<file path="src/hw/rtl/mvwo_pkg.sv">
// ----------------------------------------------------------------------------
// mvwo_pkg
// Shared constants, codes, control types and the sine table generator for the
// multi-voice wavetable oscillator.
// ----------------------------------------------------------------------------
package mvwo_pkg;

  localparam int VOICES       = 16;
  localparam int TABLE_DEPTH  = 2048;
  localparam int SINE_ENTRIES = 1024;

  localparam int VoiceAw     = (VOICES > 1) ? $clog2(VOICES) : 1;
  localparam int TabAw       = $clog2(TABLE_DEPTH);
  localparam int SineAw      = $clog2(SINE_ENTRIES);
  localparam int SineQuarter = SINE_ENTRIES / 4;

  localparam int CfgIdxW  = 2;
  localparam int CfgDataW = 12;

  localparam logic [11:0] MaxCycle    = 12'd2048;
  localparam logic [11:0] ResetCycle  = 12'd2048;

  localparam logic [CfgIdxW-1:0] REG_WAVEFORM     = 2'd0;
  localparam logic [CfgIdxW-1:0] REG_CYCLE_LENGTH = 2'd1;
  localparam logic [CfgIdxW-1:0] REG_TABLE_LENGTH = 2'd2;

  localparam logic [2:0] WAVE_SINE     = 3'd0;
  localparam logic [2:0] WAVE_TRIANGLE = 3'd1;
  localparam logic [2:0] WAVE_SAW      = 3'd2;
  localparam logic [2:0] WAVE_SQUARE   = 3'd3;
  localparam logic [2:0] WAVE_TABLE    = 3'd4;

  localparam logic CMD_WRITE = 1'b0;
  localparam logic CMD_TICK  = 1'b1;

  localparam logic [63:0] Q30_ONE     = 64'd1073741824;
  localparam logic [63:0] HALF_PI_Q30 = 64'd1686629713;

  typedef struct packed {
    logic capture;
    logic phase;
    logic mul;
    logic rd0;
    logic rd1;
    logic interp;
    logic finish;
  } ctrl_cmd_t;

  typedef struct packed {
    logic skip_table;
  } dp_status_t;

  // quarter-wave sine magnitude, Q1.15, taylor polynomial in Q30
  function automatic logic [15:0] sine_mag(input int j);
    logic [63:0] t;
    logic [63:0] x;
    logic [63:0] x2;
    logic [63:0] a;
    logic [63:0] s;
    logic [63:0] mag;
    t   = 64'(j) * (Q30_ONE / 64'(SineQuarter));
    x   = (t * HALF_PI_Q30) >> 30;
    x2  = (x * x) >> 30;
    a   = Q30_ONE - x2 / 64'd72;
    a   = Q30_ONE - ((x2 * a) >> 30) / 64'd42;
    a   = Q30_ONE - ((x2 * a) >> 30) / 64'd20;
    a   = Q30_ONE - ((x2 * a) >> 30) / 64'd6;
    s   = (x * a) >> 30;
    mag = (s + 64'd16384) >> 15;
    if (mag > 64'd32768) begin
      mag = 64'd32768;
    end
    return mag[15:0];
  endfunction

endpackage

</file>
<file path="src/hw/rtl/mvwo_ctrl.sv">
// ----------------------------------------------------------------------------
// mvwo_ctrl
// Sequencer for one item at a time: phase update, table fetch and
// interpolation steps, and the output valid flag.
// ----------------------------------------------------------------------------
module mvwo_ctrl (
  input  logic                  clk_i,
  input  logic                  rst_ni,
  input  logic                  in_valid_i,
  output logic                  in_ready_o,
  output logic                  out_valid_o,
  input  logic                  out_ready_i,
  input  mvwo_pkg::dp_status_t  status_i,
  output mvwo_pkg::ctrl_cmd_t   cmd_o
);

  localparam logic [2:0] S_IDLE  = 3'd0;
  localparam logic [2:0] S_PHASE = 3'd1;
  localparam logic [2:0] S_MUL   = 3'd2;
  localparam logic [2:0] S_RD0   = 3'd3;
  localparam logic [2:0] S_RD1   = 3'd4;
  localparam logic [2:0] S_INT   = 3'd5;
  localparam logic [2:0] S_FIN   = 3'd6;

  logic [2:0] state_q, state_d;
  logic       out_valid_q, out_valid_d;
  logic       out_free;

  assign out_free   = !out_valid_q || out_ready_i;
  assign in_ready_o = (state_q == S_IDLE);

  always_comb begin
    state_d = state_q;
    cmd_o   = '0;
    unique case (state_q)
      S_IDLE: begin
        if (in_valid_i) begin
          cmd_o.capture = 1'b1;
          state_d       = S_PHASE;
        end
      end
      S_PHASE: begin
        cmd_o.phase = 1'b1;
        state_d     = status_i.skip_table ? S_FIN : S_MUL;
      end
      S_MUL: begin
        cmd_o.mul = 1'b1;
        state_d   = S_RD0;
      end
      S_RD0: begin
        cmd_o.rd0 = 1'b1;
        state_d   = S_RD1;
      end
      S_RD1: begin
        cmd_o.rd1 = 1'b1;
        state_d   = S_INT;
      end
      S_INT: begin
        cmd_o.interp = 1'b1;
        state_d      = S_FIN;
      end
      S_FIN: begin
        if (out_free) begin
          cmd_o.finish = 1'b1;
          state_d      = S_IDLE;
        end
      end
      default: begin
        state_d = S_IDLE;
      end
    endcase
  end

  always_comb begin
    out_valid_d = out_valid_q;
    if (out_ready_i) begin
      out_valid_d = 1'b0;
    end
    if (cmd_o.finish) begin
      out_valid_d = 1'b1;
    end
  end

  always_ff @(posedge clk_i or negedge rst_ni) begin
    if (!rst_ni) begin
      state_q     <= S_IDLE;
      out_valid_q <= 1'b0;
    end else begin
      state_q     <= state_d;
      out_valid_q <= out_valid_d;
    end
  end

  assign out_valid_o = out_valid_q;

`ifndef SYNTHESIS
  a_finish_out_free: assert property (@(posedge clk_i) disable iff (!rst_ni)
    cmd_o.finish |-> (!out_valid_q || out_ready_i))
    else $error("result loaded while output still held");

  a_accept_to_phase: assert property (@(posedge clk_i) disable iff (!rst_ni)
    (in_valid_i && in_ready_o) |=> (state_q == S_PHASE))
    else $error("accepted item did not start phase step");

  a_valid_from_fin: assert property (@(posedge clk_i) disable iff (!rst_ni)
    $rose(out_valid_q) |-> ($past(state_q) == S_FIN))
    else $error("output valid raised outside finish step");

  a_rd1_after_rd0: assert property (@(posedge clk_i) disable iff (!rst_ni)
    (state_q == S_RD1) |-> ($past(state_q) == S_RD0))
    else $error("second table read without first");
`endif

endmodule

</file>
<file path="config.mk">
export PLATFORM = sky130hd
export DESIGN_NAME = mvwo_ctrl
export DESIGN_NICKNAME = d
export VERILOG_FILES = /design/src/hw/rtl/mvwo_pkg.sv /design/src/hw/rtl/mvwo_ctrl.sv
export SDC_FILE = /design/constraint.sdc
export NUM_CORES = 1
export LEC_CHECK = 0
export BUFFER_PORTS_ARGS = -buffer_cell sky130_fd_sc_hd__buf_2
export CAP_MARGIN = 40
export CORE_AREA = 5 5 42 44
export CTS_CLUSTER_SIZE = 14
export DETAILED_ROUTE_END_ITERATION = 8
export DIE_AREA = 0 0 47 49
export GPL_TIMING_DRIVEN = 1
export PLACE_DENSITY = 0.43
export REMOVE_ABC_BUFFERS = 1
export SYNTH_ARGS = -nofsm -noshare
export SYNTH_HDL_FRONTEND = slang
export SYNTH_SLANG_ARGS = --single-unit
</file>
<file path="constraint.sdc">
create_clock -name clk_i -period 1.1 [get_ports clk_i]
set_clock_uncertainty 0.05 [all_clocks]
set_input_delay 0.165 -clock clk_i [delete_from_list [all_inputs] [get_ports clk_i]]
set_output_delay 0.165 -clock clk_i [all_outputs]
set_load 0.03 [all_outputs]
</file>
# == Word-level counts from Yosys, hierarchy flattened ==
# Cells that the tools add are included.
# classes
add_sub_neg,0
multipliers,0
div_mod_pow,0
magnitude_cmp,0
eq_ne,8
shift,0
mux,15
n_bitwise,0
n_reduce_logical,5
# ops
cell,count
one-hot mux 3 bit (7 select lines),1
two-way mux 1 bit,11
equality test 3 bit (second input constant),3
two-way mux 3 bit,3
equality test 3 x 2 -> 1 bit (second input constant),2
!= test 2 bit (second input constant),2
equality test 3 x 1 -> 1 bit (second input constant),1
logical NOT 3 bit,1
AND reduction 2 bit,1
nonzero test 2 bit,1
logical NOT 1 bit,1
logical OR 1 bit,1
# word_totals
reg_bits,4
latch_bits,0
mem_bits_rw,0
romBits,0
input_bits,5
output_inout_bits,9
elab_cells,30
mem_count,0

# == Depth between registers and ports, before layout ==
# logic_depth
depth_word,5
depth_mapped,4
ltp_nobuf,3

# == Worst setup path before layout ==
# No wires, ideal clock.
# synth_timing
path_type,flip-flop to output port
start,reg state_q[1]
end,out cmd_o[6] in the netlist's numbering
arrival_ps,1668
required_ps,885
setup_slack_ps,-783
path_stages_with_launch,4
n_path_buf,1
cell_sequence,dfrtp_1 > buf_2 > nor3_1 > and2_1
# synth_rtl
item,line,text
"start, declared",mvwo_ctrl.sv:25,"logic [2:0] state_q, state_d;"
"start signal, assigned",mvwo_ctrl.sv:89,state_q <= state_d;
"end, declared",mvwo_ctrl.sv:14,output mvwo_pkg::ctrl_cmd_t cmd_o

==> results.ini <==
[min_path]
hp-class=input pin to async pin

[floorplan]
dieArea_mm2=0.00230
io_pins=14
die_height_um=49
rows=14
core-area_mm2=0.00140
die_w_um=47
initial_core_util_pct=17.9

[setup_path]
crit_arrival_ns=1.17
path_class=register to primary output
r2r_end=state_q[2]$_DFFE_PN0P_
rr_worst_depth=4
cp_data_required_time_ns=0.88
r2r_slack_ns=-0.17
critical_path.max_fanout=5
r2r-start=state_q[0]$_DFFE_PN0P_
end_kind=primary output
start_kind=register

[placement]
place_area_um2=373
io_buffers=13
gp_congestion=0.702
dp_cells=63

[sta]
hold_viol=0
fin_crit_ns=1.38
setup_tns_ns=-2.14
relSlewSlack_pct=87.4
worstMarginPinSlew_ns=0.190
timing.final.crit_share_pct=126
drv_slew=0
timing.final.ws_setup_ns=-0.281
hold_ws_ns=0.207
setup_viol=9
max_freq_mhz=724
rsz0062_at_grt=true

[final_layout]
antenna_cells=0
final_cell_mix=buf_6 (11), buf_4 (9), buf_2 (5)
drive_gt1_share_pct=83.6
fill_cells=148
finalNonFillerCells=71
nets=62
final_common_cell=buf_6
area_delta_synth_final_pct=129
design_area_um2=577

[detailed_routing]
drc=0
routed_wl_um=746
avgRoutedWirePerCell_um=10.5
firstDrtPassIters=3
drt_iter0_markers=2
viasPerCell=4.24
ant_nets=0
vias=301

[grt]
antenna_found_initial=0
track_usage_pct=6.72
grt_pass1_vias=266
grt_overflow_total=0
grt_pass1_wl_mm=1.09
grt_max_degree=7

[clocking]
tritoncts=built
numCtsBuffers=3
cts.reportedPaths.clkPinSlew_ns=0.04
htreeDepth=1
clockBufferDepth=2
worstSkewPairLatency_ns=0.23
cts_sinks=4
cts-root-buf=clkbuf_4

[synth]
synth.distinct_cells=19
syn-mean-instance-area_um2=8.67
yosys.area.top_type=dfrtp_1
synth_area_leaders=dfrtp_1 (40%), nor3_1 (10%), nand2b_1 (5.0%)
synth_area_um2=251
yosys_warnings=0
synth_seq_cells=4
ys_seq_area_share_pct=39.8
synth_top_area_share_pct=39.8
postSynthCellCount=29

[pwr]
p_per_area_mw_per_mm2=3540
ir_drop_uv=1510
finalPower_uw=2040
p_leak_uw=0.000268

[run_status]
violations=negative setup slack
status=complete, but fails checks

[run]
maxCapViolCount=0

Yosys cell counts:
cell	number
and2_1	1
nand2_1	1
nor3_1	5
a311o_1	1
a211oi_1	1
nor2b_1	1
a21oi_1	1
buf_4	1
inv_1	1
dfrtp_1	4
nor2_1	3
buf_6	1
o21ai_0	1
and3_4	1
nand2b_1	2
a21o_2	1
inv_4	1
buf_2	1
nand3_1	1
power by group:
group	internal (uW)	switching, uW
Combinational	769	709
Clock	122	57.2
Sequential	235	151
flip-flops by register name (all words and copies together) (netlist names):
register,count
state_q,3
out_valid_o,1
routing by layer:
layer / GRT usage [%] / wire, um / vias to the layer above / share of wire, %
met2: 10.2 / 375 / 9 / 50
met5: 0 / 0 / - / 0
met4: 5.53 / 16 / 0 / 2.1
li1: - / - / 151 / -
met3: 1.48 / 58 / 2 / 7.8
met1: 7.57 / 296 / 139 / 40
how the worst max path moves through the flow:
stage | start | end | slack, ns
after CTS | state_q[1]$_DFFE_PN0P_ | cmd_o[6] | -0.30
after floorplan | state_q[1]$_DFFE_PN0P_ | cmd_o[6] | -0.74
after global routing | state_q[0]$_DFFE_PN0P_ | cmd_o[0] | -0.32
after detailed placement | state_q[2]$_DFFE_PN0P_ | cmd_o[6] | -0.13
final | state_q[0]$_DFFE_PN0P_ | cmd_o[0] | -0.28
after global placement | state_q[2]$_DFFE_PN0P_ | cmd_o[6] | -0.12
critical path, cell delays in order, from the launching register on:
cell and delay, ns:
dfrtp_2 0.46, inv_4 0.11, nand3_1 0.10, nor2_1 0.10, buf_4 0.16
cells by family after synthesis:
logic type | synth area share (%)
buf+inv | 13.4
compound gates | 14.4
flops | 39.8
simple gates | 32.3
stage by stage:
step / worst slack, ns / utilization [%]
6_report: -0.281 / 41.2
5_1_grt: -0.322 / 41.2
4_1_cts: -0.296 / 36.6
3_5_place_dp: -0.132 / 26.6
3_3_place_gp: -0.121 / 26.6
2_1_floorplan: -0.738 / -
area by class of cell:
type / count / area (um^2) / share of cell area, %
Tap cell: 16 / 20.0 / 3.47
Sequential cell: 4 / 104 / 18.0
Inverter: 2 / 12.5 / 2.17
Clock buffer: 3 / 22.5 / 3.90
Timing Repair Buffer: 26 / 226 / 39.3
Multi-Input combinational cell: 20 / 191 / 33.2
timing repair:
action / 4_1_cts / 5_1_grt
cloned: 0 / 0
pin swaps: 3 / 2
hold endpoints to repair: 4 / 0
endpoints found under the setup margin: 9 / 11
gates resized for setup: 27 / 14
hold buffers: 1 / 0
buffers inserted: 3 / 1
No activity file was read; power rests on OpenSTA's default activity.
